### config.mk
export PLATFORM = sky130hd
export DESIGN_NAME = half_step_stepper_key_controller
export DESIGN_NICKNAME = d
export VERILOG_FILES = /design/src/rtl/hssk_pkg.sv /design/src/rtl/hssk_core.sv /design/src/rtl/half_step_stepper_key_controller.sv
export VERILOG_INCLUDE_DIRS = /design/src /design/src/rtl
export SDC_FILE = /design/constraint.sdc
export NUM_CORES = 1
export LEC_CHECK = 0
export BUFFER_PORTS_ARGS = -buffer_cell sky130_fd_sc_hd__buf_2
export CELL_PAD_IN_SITES_DETAIL_PLACEMENT = 1
export CELL_PAD_IN_SITES_GLOBAL_PLACEMENT = 1
export CORE_ASPECT_RATIO = 0.9
export CORE_MARGIN = 5
export CORE_UTILIZATION = 40
export CTS_BUF_LIST = sky130_fd_sc_hd__clkbuf_4
export DETAILED_ROUTE_END_ITERATION = 8
export GPL_ROUTABILITY_DRIVEN = 0
export PLACE_DENSITY = 0.72
export SYNTH_ARGS = -nofsm -noshare
export SYNTH_HDL_FRONTEND = slang
export SYNTH_HIERARCHICAL = 1
export SYNTH_SLANG_ARGS = --single-unit
export TNS_END_PERCENT = 10
### constraint.sdc
create_clock -name clk_i -period 3.8 [get_ports clk_i]
set_clock_uncertainty 0.1 [all_clocks]
set_input_delay 0.95 -clock clk_i [delete_from_list [all_inputs] [get_ports clk_i]]
set_output_delay 0.95 -clock clk_i [all_outputs]
set_load 0.01 [all_outputs]
### src/rtl/half_step_stepper_key_controller_macros.svh
// Assertion helpers; clocked on clk_i and disabled while rst_ni is low.
`ifndef HALF_STEP_STEPPER_KEY_CONTROLLER_MACROS_SVH
`define HALF_STEP_STEPPER_KEY_CONTROLLER_MACROS_SVH

`ifndef SYNTH
`define HSSK_ASSERT_IMP(lbl, ante, cons) \
  lbl: assert property (@(posedge clk_i) disable iff (!rst_ni) (ante) |-> (cons)) \
    else $error("assertion failed");
`define HSSK_ASSERT_NXT(lbl, ante, cons) \
  lbl: assert property (@(posedge clk_i) disable iff (!rst_ni) (ante) |=> (cons)) \
    else $error("assertion failed");
`else
`define HSSK_ASSERT_IMP(lbl, ante, cons)
`define HSSK_ASSERT_NXT(lbl, ante, cons)
`endif

`endif

### src/rtl/hssk_pkg.sv
`default_nettype none

package hssk_pkg;

  localparam int PHASE_COUNT = 8;
  localparam int PHASE_W     = $clog2(PHASE_COUNT);
  localparam int KEY_W       = 4;
  localparam int COIL_W      = 4;
  localparam int DIV_W       = 8;
  localparam int JOG_W       = 8;

  typedef logic [PHASE_W-1:0] phase_t;

  localparam phase_t PHASE_FIRST = '0;
  localparam phase_t PHASE_LAST  = phase_t'(PHASE_COUNT - 1);

  // Key indices, automatic mode
  localparam int KEY_DIR = 0;
  localparam int KEY_DEC = 1;
  localparam int KEY_INC = 2;
  localparam int KEY_MAN = 3;
  // Key indices, manual mode
  localparam int KEY_JOG_FWD = 0;
  localparam int KEY_JOG_BWD = 1;
  localparam int KEY_AUTO    = 2;

  localparam logic [KEY_W-1:0] KEYS_RELEASED = '1;
  localparam logic [DIV_W-1:0] DIV_MAX       = '1;
  localparam logic [JOG_W-1:0] JOG_RESET     = JOG_W'(1);

  typedef struct packed {
    logic [COIL_W-1:0] coil_pattern;
    logic              reverse_dir;
    logic              in_manual;
    logic [DIV_W-1:0]  speed_divider;
  } hssk_result_t;

  // Half-step coil sequence
  function automatic logic [COIL_W-1:0] coil_of(input phase_t phase);
    logic [COIL_W-1:0] pat;
    case (phase)
      3'd0:    pat = 4'h1;
      3'd1:    pat = 4'h3;
      3'd2:    pat = 4'h2;
      3'd3:    pat = 4'h6;
      3'd4:    pat = 4'h4;
      3'd5:    pat = 4'hC;
      3'd6:    pat = 4'h8;
      3'd7:    pat = 4'h9;
      default: pat = 4'h0;
    endcase
    return pat;
  endfunction

  function automatic phase_t phase_next(input phase_t phase, input logic rev);
    return rev ? phase_t'(phase - phase_t'(1)) : phase_t'(phase + phase_t'(1));
  endfunction

endpackage

`default_nettype wire

### src/rtl/hssk_core.sv
`default_nettype none
`include "half_step_stepper_key_controller_macros.svh"

module hssk_core (
  input  wire logic                        clk_i,
  input  wire logic                        rst_ni,
  input  wire logic                        accept_i,
  input  wire logic [hssk_pkg::KEY_W-1:0]  key_levels_i,
  input  wire logic                        cfg_we_i,
  input  wire logic [hssk_pkg::JOG_W-1:0]  cfg_wdata_i,
  output hssk_pkg::hssk_result_t           result_o
);
  import hssk_pkg::*;

  phase_t             sp_q, sp_d, jp_q, jp_d;
  logic               dir_q, dir_d, man_q, man_d;
  logic [DIV_W-1:0]   div_q, div_d, tick_q, tick_d, tick_inc;
  logic [KEY_W-1:0]   prev_q, prev_d, pressed;
  logic [JOG_W-1:0]   jc_q, jc_d, jog_cnt, interval_m1, jog_int_q;
  logic [COIL_W-1:0]  coil_q, coil_d;
  logic               jog_fwd, jog_start;
  phase_t             jog_base;

  always_comb begin
    sp_d     = sp_q;
    jp_d     = jp_q;
    dir_d    = dir_q;
    man_d    = man_q;
    div_d    = div_q;
    tick_d   = tick_q;
    jc_d     = jc_q;
    coil_d   = coil_q;
    prev_d   = key_levels_i;
    pressed  = prev_q & ~key_levels_i;
    tick_inc = tick_q + DIV_W'(1);

    // forward jog wins when both jog keys are held
    jog_fwd     = !key_levels_i[KEY_JOG_FWD];
    jog_start   = jog_fwd ? prev_q[KEY_JOG_FWD]
                          : (prev_q[KEY_JOG_BWD] | ~prev_q[KEY_JOG_FWD]);
    jog_base    = jog_start ? (jog_fwd ? PHASE_FIRST : PHASE_LAST) : jp_q;
    jog_cnt     = jog_start ? '0 : jc_q;
    interval_m1 = (jog_int_q == '0) ? '0 : jog_int_q - JOG_W'(1);

    if (!man_q) begin
      tick_d = tick_inc;
      if (tick_inc >= div_q) begin
        tick_d = '0;
        coil_d = coil_of(sp_q);
        sp_d   = phase_next(sp_q, dir_q);
      end
      if (pressed[KEY_DIR]) begin
        dir_d  = ~dir_q;
        coil_d = coil_of(dir_d ? PHASE_LAST : PHASE_FIRST);
        sp_d   = phase_next(dir_d ? PHASE_LAST : PHASE_FIRST, dir_d);
      end
      if (pressed[KEY_DEC] && div_d != '0) begin
        div_d = div_d - DIV_W'(1);
      end
      if (pressed[KEY_INC] && div_d != DIV_MAX) begin
        div_d = div_d + DIV_W'(1);
      end
      if (pressed[KEY_MAN]) begin
        man_d               = 1'b1;
        // jog keys count as released on the first manual tick
        prev_d[KEY_JOG_FWD] = 1'b1;
        prev_d[KEY_JOG_BWD] = 1'b1;
      end
    end else if (!key_levels_i[KEY_JOG_FWD] || !key_levels_i[KEY_JOG_BWD]) begin
      if (jog_cnt == '0) begin
        sp_d   = jog_base;
        coil_d = coil_of(jog_base);
        jp_d   = phase_next(jog_base, !jog_fwd);
        jc_d   = interval_m1;
      end else begin
        jc_d   = jog_cnt - JOG_W'(1);
      end
    end else if (!key_levels_i[KEY_AUTO]) begin
      man_d = 1'b0;
      dir_d = 1'b0;
    end
  end

  always_ff @(posedge clk_i or negedge rst_ni) begin
    if (!rst_ni) begin
      sp_q   <= PHASE_FIRST;
      jp_q   <= PHASE_FIRST;
      dir_q  <= 1'b0;
      man_q  <= 1'b0;
      div_q  <= '0;
      tick_q <= '0;
      jc_q   <= '0;
      coil_q <= '0;
      prev_q <= KEYS_RELEASED;
    end else if (accept_i) begin
      sp_q   <= sp_d;
      jp_q   <= jp_d;
      dir_q  <= dir_d;
      man_q  <= man_d;
      div_q  <= div_d;
      tick_q <= tick_d;
      jc_q   <= jc_d;
      coil_q <= coil_d;
      prev_q <= prev_d;
    end
  end

  always_ff @(posedge clk_i or negedge rst_ni) begin
    if (!rst_ni) begin
      jog_int_q <= JOG_RESET;
    end else if (cfg_we_i) begin
      jog_int_q <= cfg_wdata_i;
    end
  end

  assign result_o.coil_pattern  = coil_d;
  assign result_o.reverse_dir   = dir_d;
  assign result_o.in_manual     = man_d;
  assign result_o.speed_divider = div_d;

  `HSSK_ASSERT_NXT(a_hold_idle, !accept_i, $stable(sp_q) && $stable(div_q) && $stable(man_q))
  `HSSK_ASSERT_NXT(a_manual_no_tick, accept_i && man_q, $stable(tick_q))
  `HSSK_ASSERT_NXT(a_auto_fwd, accept_i && man_q && !man_d, !dir_q && !man_q)
  // off, one coil, or two neighbouring coils
  `HSSK_ASSERT_IMP(a_coil_legal, 1'b1, $countones(coil_q) <= 2 && coil_q != 4'h5 && coil_q != 4'hA)

endmodule

`default_nettype wire

### src/rtl/half_step_stepper_key_controller.sv
// Half-step stepper key controller.
// A tick's result is registered and shown in the cycle after its transfer; one tick
// per cycle unless stalled; the result register frees itself as it is taken.
// Reset (async, active low): coils off, forward, automatic, divider 0, keys released,
// jog interval 1, output register empty.
`default_nettype none

module half_step_stepper_key_controller (
  input  wire logic                        clk_i,
  input  wire logic                        rst_ni,
  input  wire logic                        in_valid_i,
  output      logic                        in_stall_o,
  input  wire logic [hssk_pkg::KEY_W-1:0]  key_levels_i,
  output      logic                        out_valid_o,
  input  wire logic                        out_stall_i,
  output      logic [hssk_pkg::COIL_W-1:0] coil_pattern_o,
  output      logic                        reverse_dir_o,
  output      logic                        in_manual_o,
  output      logic [hssk_pkg::DIV_W-1:0]  speed_divider_o,
  input  wire logic                        jog_interval_we_i,
  input  wire logic [hssk_pkg::JOG_W-1:0]  jog_interval_wdata_i
);
  import hssk_pkg::*;

  hssk_result_t res_d, res_q;
  logic         out_valid_q;
  logic         accept;

  assign in_stall_o = out_valid_q & out_stall_i;
  assign accept     = in_valid_i & ~in_stall_o;

  hssk_core u_core (
    .clk_i        (clk_i),
    .rst_ni       (rst_ni),
    .accept_i     (accept),
    .key_levels_i (key_levels_i),
    .cfg_we_i     (jog_interval_we_i),
    .cfg_wdata_i  (jog_interval_wdata_i),
    .result_o     (res_d)
  );

  always_ff @(posedge clk_i or negedge rst_ni) begin
    if (!rst_ni) begin
      out_valid_q <= 1'b0;
    end else if (accept) begin
      out_valid_q <= 1'b1;
    end else if (!out_stall_i) begin
      out_valid_q <= 1'b0;
    end
  end

  always_ff @(posedge clk_i) begin
    if (accept) begin
      res_q <= res_d;
    end
  end

  assign out_valid_o     = out_valid_q;
  assign coil_pattern_o  = res_q.coil_pattern;
  assign reverse_dir_o   = res_q.reverse_dir;
  assign in_manual_o     = res_q.in_manual;
  assign speed_divider_o = res_q.speed_divider;

endmodule

`default_nettype wire

Word-level counts from Yosys, hierarchy flattened
Memory sizes are Yosys's and may differ from the RTL's. Cells that the tools add are included. W data, S select, Z words.

Add/sub/neg operators: 11. Order comparisons: 1. Equality and inequality tests: 4. Muxes and demuxes: 37. Bitwise operators: 9. Reductions and logical operators: 13.

Operators by type and width (number): $mux W8 (8); $mux W3 (11); $sub A8 B1 Y8 const B (3); $mux W4 (5); $add A8 B1 Y8 const B (2); $logic_not A8 Y1 (2); $mux W1 (11); $add A3 B1 Y3 const B (3); $sub A3 B1 Y3 const B (3); $ge A8 B8 Y1 (1); $ne A8 B8 Y1 const B (1); $reduce_and A4 Y1 (2); $reduce_bool A8 Y1 (1); $and A4 B4 Y4 (1); $mux W2 (2); $ne A2 B2 Y1 const B (2); $not A1 Y1 (4); $not A4 Y4 (1); $reduce_and A3 Y1 (1); $reduce_bool A3 Y1 (1); $and A1 B1 Y1 (2); $logic_and A1 B1 Y1 (2); $logic_not A1 Y1 (2); $ne A2 B1 Y1 const B (1); 3 further kinds (3).

Bits in registers: 63. Memory bits (read-only): 96. Input bits: 17. Output and inout bits: 16. Word-level logic and storage cells: 93. Memories kept: 3.

Memories: (name not given) (depth 8, bits a word 4, read ports 1, clocked after Yosys merged registers in 0, wr ports 0, RTL line hssk_pkg.sv:41) `case (phase)`; (name not given) (depth 8, bits a word 4, read ports 1, clocked after Yosys merged registers in 0, wr ports 0, RTL line hssk_pkg.sv:41); (name not given) (depth 8, bits a word 4, read ports 1, clocked after Yosys merged registers in 0, wr ports 0, RTL line hssk_pkg.sv:41).

Depth between registers and ports, before layout
Gate-level depths: netlist (run 1).

Word-level depth: 9. Depth in mapped cells: 13. Mapped depth without buffers: 11.

By module
Netlist (run 1), hierarchy kept.

Modules (own cells, without submodules): hssk_core (instances 1, cells each 462, area an instance 3922.5 µm², sequential area each 1207.4 µm²); half_step_stepper_key_controller (instances 1, cells each 18, area an instance 470.5 µm², sequential area each 445.4 µm²).

Worst setup path after synthesis (run 1)
No wires, ideal clock.

Path type: input port to flip-flop. Start: input port key_levels_i[1] in the netlist's numbering. End: register res_q (netlist bit speed_divider_o[1]), data pin. Arrival: 3.075 ns. Data required time: 3.440 ns. Slack: 0.365 ns. Stages on the path: 10. Cell sequence: nor2b_1 -> clkbuf_1 -> o21a_1 -> xnor2_1 -> ha_1 -> buf_1 -> o221ai_2 -> o31ai_1 -> mux2_2 -> mux2_2.

RTL lines: start, declared (RTL line half_step_stepper_key_controller.sv:13) `input wire logic [hssk_pkg::KEY_W-1:0] key_levels_i,`; end signal, assigned (RTL line half_step_stepper_key_controller.sv:54) `res_q <= res_d;`; end, declared (RTL line half_step_stepper_key_controller.sv:25) `hssk_result_t res_d, res_q;`.

==> flow_summary_export.csv, run 1 <==
group,metric,value,unit
run_status,status,"finished, final reports clean",
clock_tree,cts_hold_buf,0,
floorplan,row_count,36,
yosys,avgSynthCellArea,9.152,sq um
sta,slew_viol_final,0,
sta,setup_ws,0.2996,ns
drt,drt_iter0_markers,327,
floorplan,die_y,109.4,um
power_and_ir_drop,swShare,44.11,%
floorplan,core_area,10810,sq um
finish,final_nets,542,
worst_setup_path,cp_cell_sequence,"inv_1 -> ha_1 -> or4b_4 -> o21a_1 -> xnor2_1 -> ha_2 -> o221ai_2 -> o31ai_1 -> mux2_2 -> mux2_2",
yosys,syn_area,4393,sq um
clock_tree,insertion_delay,0.43,ns
power_and_ir_drop,p_total,0.003119,W
worst_setup_path,cp_common_cell,"mux2_2",
grt,antenna_found_initial,0,
clock_tree,cts_tree,"built",
worst_setup_path,reg2regPathDepth,10,
power_and_ir_drop,pwr-share-clk,17.7,%
grt,grt-ovfl-total,0,
worst_setup_path,path_depth,10,
yosys,synth_cell_types,75,
power_and_ir_drop,p_leak,1.900,nW
worst_setup_path,path_max_fanout,9,
drt,drt_first_pass_iters,4,
clock_tree,cts_setup_buffers,0,
yosys,ys.flop_type,"dfrtp_1",
finish,regArea,1653,sq um
yosys,ys_seq_area_share,37.62,%
worst_setup_path,path_delay_family,"compound AO/OA/AOI/OAI gates",
clock_tree,ctsHtreeMaxLevel,3,
sta,relSlewSlack,50.73,%
worst_setup_path,critPathArrivalTime,3.61,ns
worst_setup_path,r2r_start,"u_core/div_q[1]",
clock_tree,clock-sinks,63,
sta,min_period,3.500,ns
placed_design,portBuffers,32,
power_and_ir_drop,peakVddDrop,0.2980,mV
clock_tree,clockBufferDepth,2,
sta,rsz0062_at_grt,"false",
finish,fill_cells,1283,
placed_design,preCtsSetupSlack,0.1286,ns
flow_run,maxCapViolations,0,
clock_tree,ctsResizeCount,0,
clock_tree,cts_made_buffers,9,
power_and_ir_drop,power_switching,0.001376,W
drt,drt_wl_total,12330,um
grt,first_global_vias,3930,
placed_design,dp_hpwl,9141,um
sta,fin_setup_tns,0,ns
grt,grt_max_degree,30,
floorplan,start_util,40.64,%
sta,setup_viol,0,
grt,grt_pass1_wl,20760,um
power_and_ir_drop,powerDensity,640.6,nW/um^2
worst_setup_path,critPathBufInv,1,
worst_setup_path,cp-end-kind,"flop",
worst_setup_path,required,3.91,ns
yosys,async_reset_ff_share,77.78,%
yosys,synth_cells,480,
worst_setup_path,critPathLaunchType,"flop",
yosys,synth_nets,513,
floorplan,dieArea,13180,sq um
worst_hold_path,hold_class,"in -> async",
drt,vias,3844,
sta,period_share,92.12,%
yosys,synth-edff-count,14,
finish,drive_gt1_share,21.01,%
worst_setup_path,r2r_setup_slack,0.30,ns
drt,drtAntennaViolNets,0,
worst_setup_path,r2r-end,"speed_divider_o[1]",
yosys,ys.warnings.count,6,
floorplan,io_pins,33,
sta,finalHoldViolCount,0,
worst_setup_path,critPathSlowestCell,"or4b_4",
finish,insertedDiodeCount,0,
drt,wl_per_cell,19.05,um
drt,drc_errors,0,
sta,fmax,285.7,MHz
worst_setup_path,crit_type,"reg -> reg",
finish,synthToLayoutAreaGrowth,10.82,%
finish,multi_input_area,2519,sq um
clock_tree,clk_pin_slew,0.13,ns
worst_setup_path,critical_path.max_stage_delay,0.51,ns
yosys,ys_seq_elements,63,
floorplan,die_x,120.5,um
grt,grt.total_usage,19.88,%
power_and_ir_drop,internal_power,0.001743,W
power_and_ir_drop,p_comb_share,44.7,%
drt,viasPerCell,5.941,
power_and_ir_drop,seq_power_share,37.5,%
finish,mostFrequentLayoutCells,"dfrtp_1 (44), nand2_1 (44), o21ai_0 (36)",
sta,tightest_slew,0.7185,ns
clock_tree,cts_root_buf,"clkbuf_4",
==> area by class of cell <==
type,instances,share of cell area [%]
well taps,133,3.418
clock inverters,7,1.979
flip-flops and latches,63,33.95
multi-input cells,365,51.73
repair buffers,49,5.911
clock buffers,9,1.388
inverters,21,1.619
==> layer usage <==
layer / vias up / share of wire, % / global-route usage (%)
li1: 1854 / - / -
met1: 1907 / 48 / 27.44
met2: 74 / 46 / 31.95
met3: 9 / 4.5 / 5.298
met4: 0 / 0.83 / 3.560
met5: - / 0 / 0
==> per-stage QoR <==
stage	hold slack, ns	utilization (%)	std cells	area, sq um
6_report	0.3768	45.03	647	4868
5_1_grt	0.3603	45.03	647	4868
4_1_cts	0.3587	44.90	647	4853
3_5_place_dp	0.3798	43.38	631	4690
3_3_place_gp	0.3714	43.38	631	4690
2_1_floorplan	0.3586	-	480	4393
==> worst register-to-register path, delay by kind of cell (launching register included) <==
kind,cells,cell delay (ns)
AO/OA/AOI/OAI,3,0.70
multiplexers,2,0.64
adder cells (fa/ha/maj),2,0.51
AND/OR/NAND/NOR,1,0.51
flip-flops,1,0.48
XOR/XNOR,1,0.19
buffers and inverters,1,0.17
==> power groups by stage <==
stage	Sequential [W]	Clock, W	Combinational [W]
detailed placement	0.00118	0	0.00138
CTS	0.00117	0.000576	0.00139
global route	0.00121	0.000608	0.00156
finish	0.00117	0.000553	0.00139
global placement	0.00116	0	0.00132
floorplan	0.00107	0	0.00107
==> cell families after synthesis <==
kind of cell	count (synthesis)	synth area share, %
simple gates	163	19.79
flops	63	37.62
compound gates	143	22.50
buf+inv	52	5.383
mux	25	6.209
fa+ha+maj	16	4.899
xor+xnor	18	3.589
==> worst max path at each step <==
| stage | start | end | slack (ns) |
|---|---|---|---|
| after floorplan | key_levels_i[1] | speed_divider_o[1] | 0.36 |
| after global placement | key_levels_i[1] | speed_divider_o[3] | 0.27 |
| after CTS | u_core/div_q[1] | speed_divider_o[3] | 0.12 |
| after global routing | u_core/div_q[1] | speed_divider_o[1] | 0.01 |
| final | u_core/div_q[1] | speed_divider_o[1] | 0.30 |
| after detailed placement | u_core/div_q[1] | speed_divider_o[3] | 0.13 |
==> synthesized netlist by cell type (3+ instances only) <==
| library cell | number | area (sq um) |
|---|---|---|
| dfrtp_1 | 44 | 1101 |
| nand2_1 | 44 | 165.2 |
| o21ai_0 | 36 | 180.2 |
| nor2_1 | 31 | 116.4 |
| a21oi_1 | 26 | 130.1 |
| inv_1 | 20 | 75.07 |
| mux2_2 | 18 | 202.7 |
| nor3_1 | 18 | 90.09 |
| clkbuf_1 | 15 | 56.30 |
| edfxtp_1 | 14 | 420.4 |
| ha_1 | 14 | 175.2 |
| xnor2_1 | 13 | 113.9 |
| nor2b_1 | 12 | 75.07 |
| nand3_1 | 11 | 55.05 |
| nor4_1 | 11 | 68.82 |
| a31oi_1 | 8 | 50.05 |
| buf_1 | 7 | 26.28 |
| mux2i_1 | 7 | 70.07 |
| o22ai_1 | 7 | 43.79 |
| a21o_1 | 5 | 37.54 |
| and3_1 | 5 | 31.28 |
| dfstp_2 | 5 | 131.4 |
| nand2b_1 | 5 | 31.28 |
| o2111ai_1 | 5 | 43.79 |
| o21ai_1 | 5 | 25.02 |
| xor2_1 | 5 | 43.79 |
| a211oi_1 | 4 | 30.03 |
| buf_6 | 4 | 45.04 |
| o21a_1 | 4 | 30.03 |
| o221ai_1 | 4 | 35.03 |
| or3_1 | 4 | 25.02 |
| a221oi_2 | 3 | 45.04 |
| buf_2 | 3 | 15.01 |
| nand3b_1 | 3 | 22.52 |
| o211a_1 | 3 | 30.03 |
| o211ai_1 | 3 | 22.52 |
| o31ai_1 | 3 | 22.52 |
==> state kept, by name, indices dropped and copies added (netlist names) <==
name	flops
coil_pattern_o	4
in_manual_o	1
out_valid_o	1
reverse_dir_o	1
speed_divider_o	8
u_core/coil_q	4
u_core/dir_q	1
u_core/div_q	8
u_core/jc_q	8
u_core/jog_int_q	8
u_core/jp_q	3
u_core/man_q	1
u_core/prev_q	4
u_core/sp_q	3
u_core/tick_q	8
Power figures use the tool's default switching activity.
==> run 2, diff against run 1 <==
==> constraint.sdc (replaced) <==
create_clock -name clk_i -period 3.63 [get_ports clk_i]
set_clock_uncertainty 0.1 [all_clocks]
set_input_delay 0.9075 -clock clk_i [delete_from_list [all_inputs] [get_ports clk_i]]
set_output_delay 0.9075 -clock clk_i [all_outputs]
set_load 0.01 [all_outputs]
==> run 2 against run 1 <==
  * Clock power shrank 5.6%
  * Global-route usage shrank 0.84 points
  * Design area shrank 0.23%
  * Utilization shrank 0.10 points
  * Sequential power is essentially flat
  * Fmax grew 1.6%
  * Critical path type unchanged
  * Critical endpoint unchanged
  * Largest cell class unchanged
==> flow_summary_export.csv, run 2 (synthesis results as in run 1) <==
group,metric,value,unit
power_and_ir_drop,p_leak,1.903,nW
grt,grt_pass1_wl,19930,um
worst_setup_path,r2r_setup_slack,0.19,ns
placed_design,portBuffers,32,
flow_run,maxCapViolations,0,
finish,regArea,1653,sq um
grt,first_global_vias,3845,
sta,tightest_slew,0.7171,ns
sta,relSlewSlack,50.82,%
clock_tree,insertion_delay,0.46,ns
clock_tree,cts_made_buffers,9,
worst_setup_path,path_max_fanout,9,
power_and_ir_drop,power_switching,0.001410,W
placed_design,place_area,4705,sq um
power_and_ir_drop,internal_power,0.001748,W
worst_setup_path,cp-end-kind,"flop",
power_and_ir_drop,swShare,44.65,%
sta,min_period,3.444,ns
finish,synthToLayoutAreaGrowth,10.57,%
clock_tree,ctsHtreeMaxLevel,3,
finish,final_util,44.93,%
sta,fin_setup_tns,0,ns
worst_setup_path,crit_path_end,"speed_divider_o[1]",
worst_setup_path,crit_type,"reg -> reg",
drt,wl_per_cell,18.17,um
placed_design,dp_hpwl,8832,um
drt,drt_first_pass_iters,4,
clock_tree,cts_root_buf,"clkbuf_4",
drt,drtAntennaViolNets,0,
clock_tree,cts_tree,"built",
floorplan,die_y,109.4,um
worst_setup_path,required,3.74,ns
floorplan,start_util,40.64,%
floorplan,core_area,10810,sq um
drt,vias,3796,
power_and_ir_drop,pwr-share-clk,16.5,%
power_and_ir_drop,powerDensity,650.1,nW/um^2
worst_setup_path,r2r-end,"speed_divider_o[1]",
worst_setup_path,r2r_start,"u_core/div_q[1]",
clock_tree,clock-sinks,63,
finish,fill_cells,1275,
power_and_ir_drop,p_comb_share,45.6,%
drt,viasPerCell,5.849,
sta,period_share,94.89,%
floorplan,die_x,120.5,um
drt,drt_wl_total,11790,um
finish,drive_gt1_share,21.51,%
floorplan,dieArea,13180,sq um
finish,insertedDiodeCount,0,
sta,setup_viol,0,
run_status,status,"finished, final reports clean",
clock_tree,cts_setup_buffers,0,
floorplan,row_count,36,
clock_tree,clockBufferDepth,2,
worst_setup_path,crit_start,"u_core/div_q[1]",
clock_tree,cts_hold_buf,0,
worst_setup_path,critPathArrivalTime,3.55,ns
sta,slew_viol_final,0,
drt,drc_errors,0,
drt,drt_iter0_markers,154,
finish,final_area,4857,sq um
worst_hold_path,hold_class,"in -> async",
worst_setup_path,critPathLaunchType,"flop",
floorplan,io_pins,33,
grt,grt_max_degree,30,
sta,fmax,290.3,MHz
finish,multi_input_area,2511,sq um
finish,mostFrequentLayoutCells,"dfrtp_1 (44), nand2_1 (44), o21ai_0 (36)",
worst_setup_path,reg2regPathDepth,10,
finish,final_nets,544,
sta,finalHoldViolCount,0,
grt,antenna_found_initial,0,
sta,rsz0062_at_grt,"false",
clock_tree,ctsResizeCount,0,
grt,grt.total_usage,19.05,%
grt,grt-ovfl-total,0,
clock_tree,clk_pin_slew,0.14,ns
power_and_ir_drop,seq_power_share,37.9,%
power_and_ir_drop,peakVddDrop,0.3133,mV
==> run 2: worst max-delay path, cell delays in order, from the launching register on <==
cell      delay, ns
dfrtp_1        0.48
inv_1          0.17
ha_1           0.20
or4b_4         0.50
o21a_1         0.24
xnor2_1        0.17
ha_2           0.31
o221ai_2       0.15
o31ai_1        0.25
mux2_2         0.38
mux2_2         0.27
==> run 2: area by class of cell <==
| cell class | count | area share (%) |
|---|---|---|
| multi-input combinational | 365 | 51.70 |
| sequential | 63 | 34.03 |
| timing repair buffer | 51 | 6.234 |
| tap | 133 | 3.426 |
| inverter | 21 | 1.623 |
| clock inverter | 7 | 1.597 |
| clock buffer | 9 | 1.391 |
==> run 2: metal layers <==
metal / GRT usage, % / up-vias / part of all wire, %
met2: 29.36 / 68 / 44
met4: 5.421 / 0 / 1.3
met1: 27.03 / 1862 / 50
met3: 4.218 / 13 / 4.6
met5: 0 / - / 0
li1: - / 1853 / -
==> run 2: worst min path at each step <==
stage,start,to,slack (ns),cells past startpoint
finish,rst_ni,u_core/div_q[2],0.33,1
global route,rst_ni,u_core/jog_int_q[1],0.36,1
CTS,rst_ni,u_core/dir_q,0.33,1
detailed placement,u_core/tick_q[7],u_core/tick_q[7],0.39,2
global placement,u_core/tick_q[7],u_core/tick_q[7],0.37,2
floorplan,u_core/tick_q[7],u_core/tick_q[7],0.36,2
==> run 2: power groups by stage <==
stage	sequential, W	combinational [W]	clock [W]
after floorplan	0.00112	0.00112	0
after global placement	0.00119	0.00139	0
after detailed placement	0.00121	0.00144	0
after CTS	0.00119	0.00144	0.000551
after global routing	0.00123	0.00162	0.000579
final	0.00120	0.00144	0.000522
==> run 2: through the flow <==
step / hold WS, ns / cells / total power (W) / worst slack (ns)
after floorplan: 0.3586 / 480 / 0.002247 / 0.2374
after global placement: 0.3733 / 633 / 0.002579 / 0.2154
after detailed placement: 0.3856 / 633 / 0.002640 / 0.06198
after CTS: 0.3255 / 649 / 0.003183 / 0.03497
after global routing: 0.3583 / 649 / 0.003436 / 0.001730
final: 0.3304 / 649 / 0.003158 / 0.1856
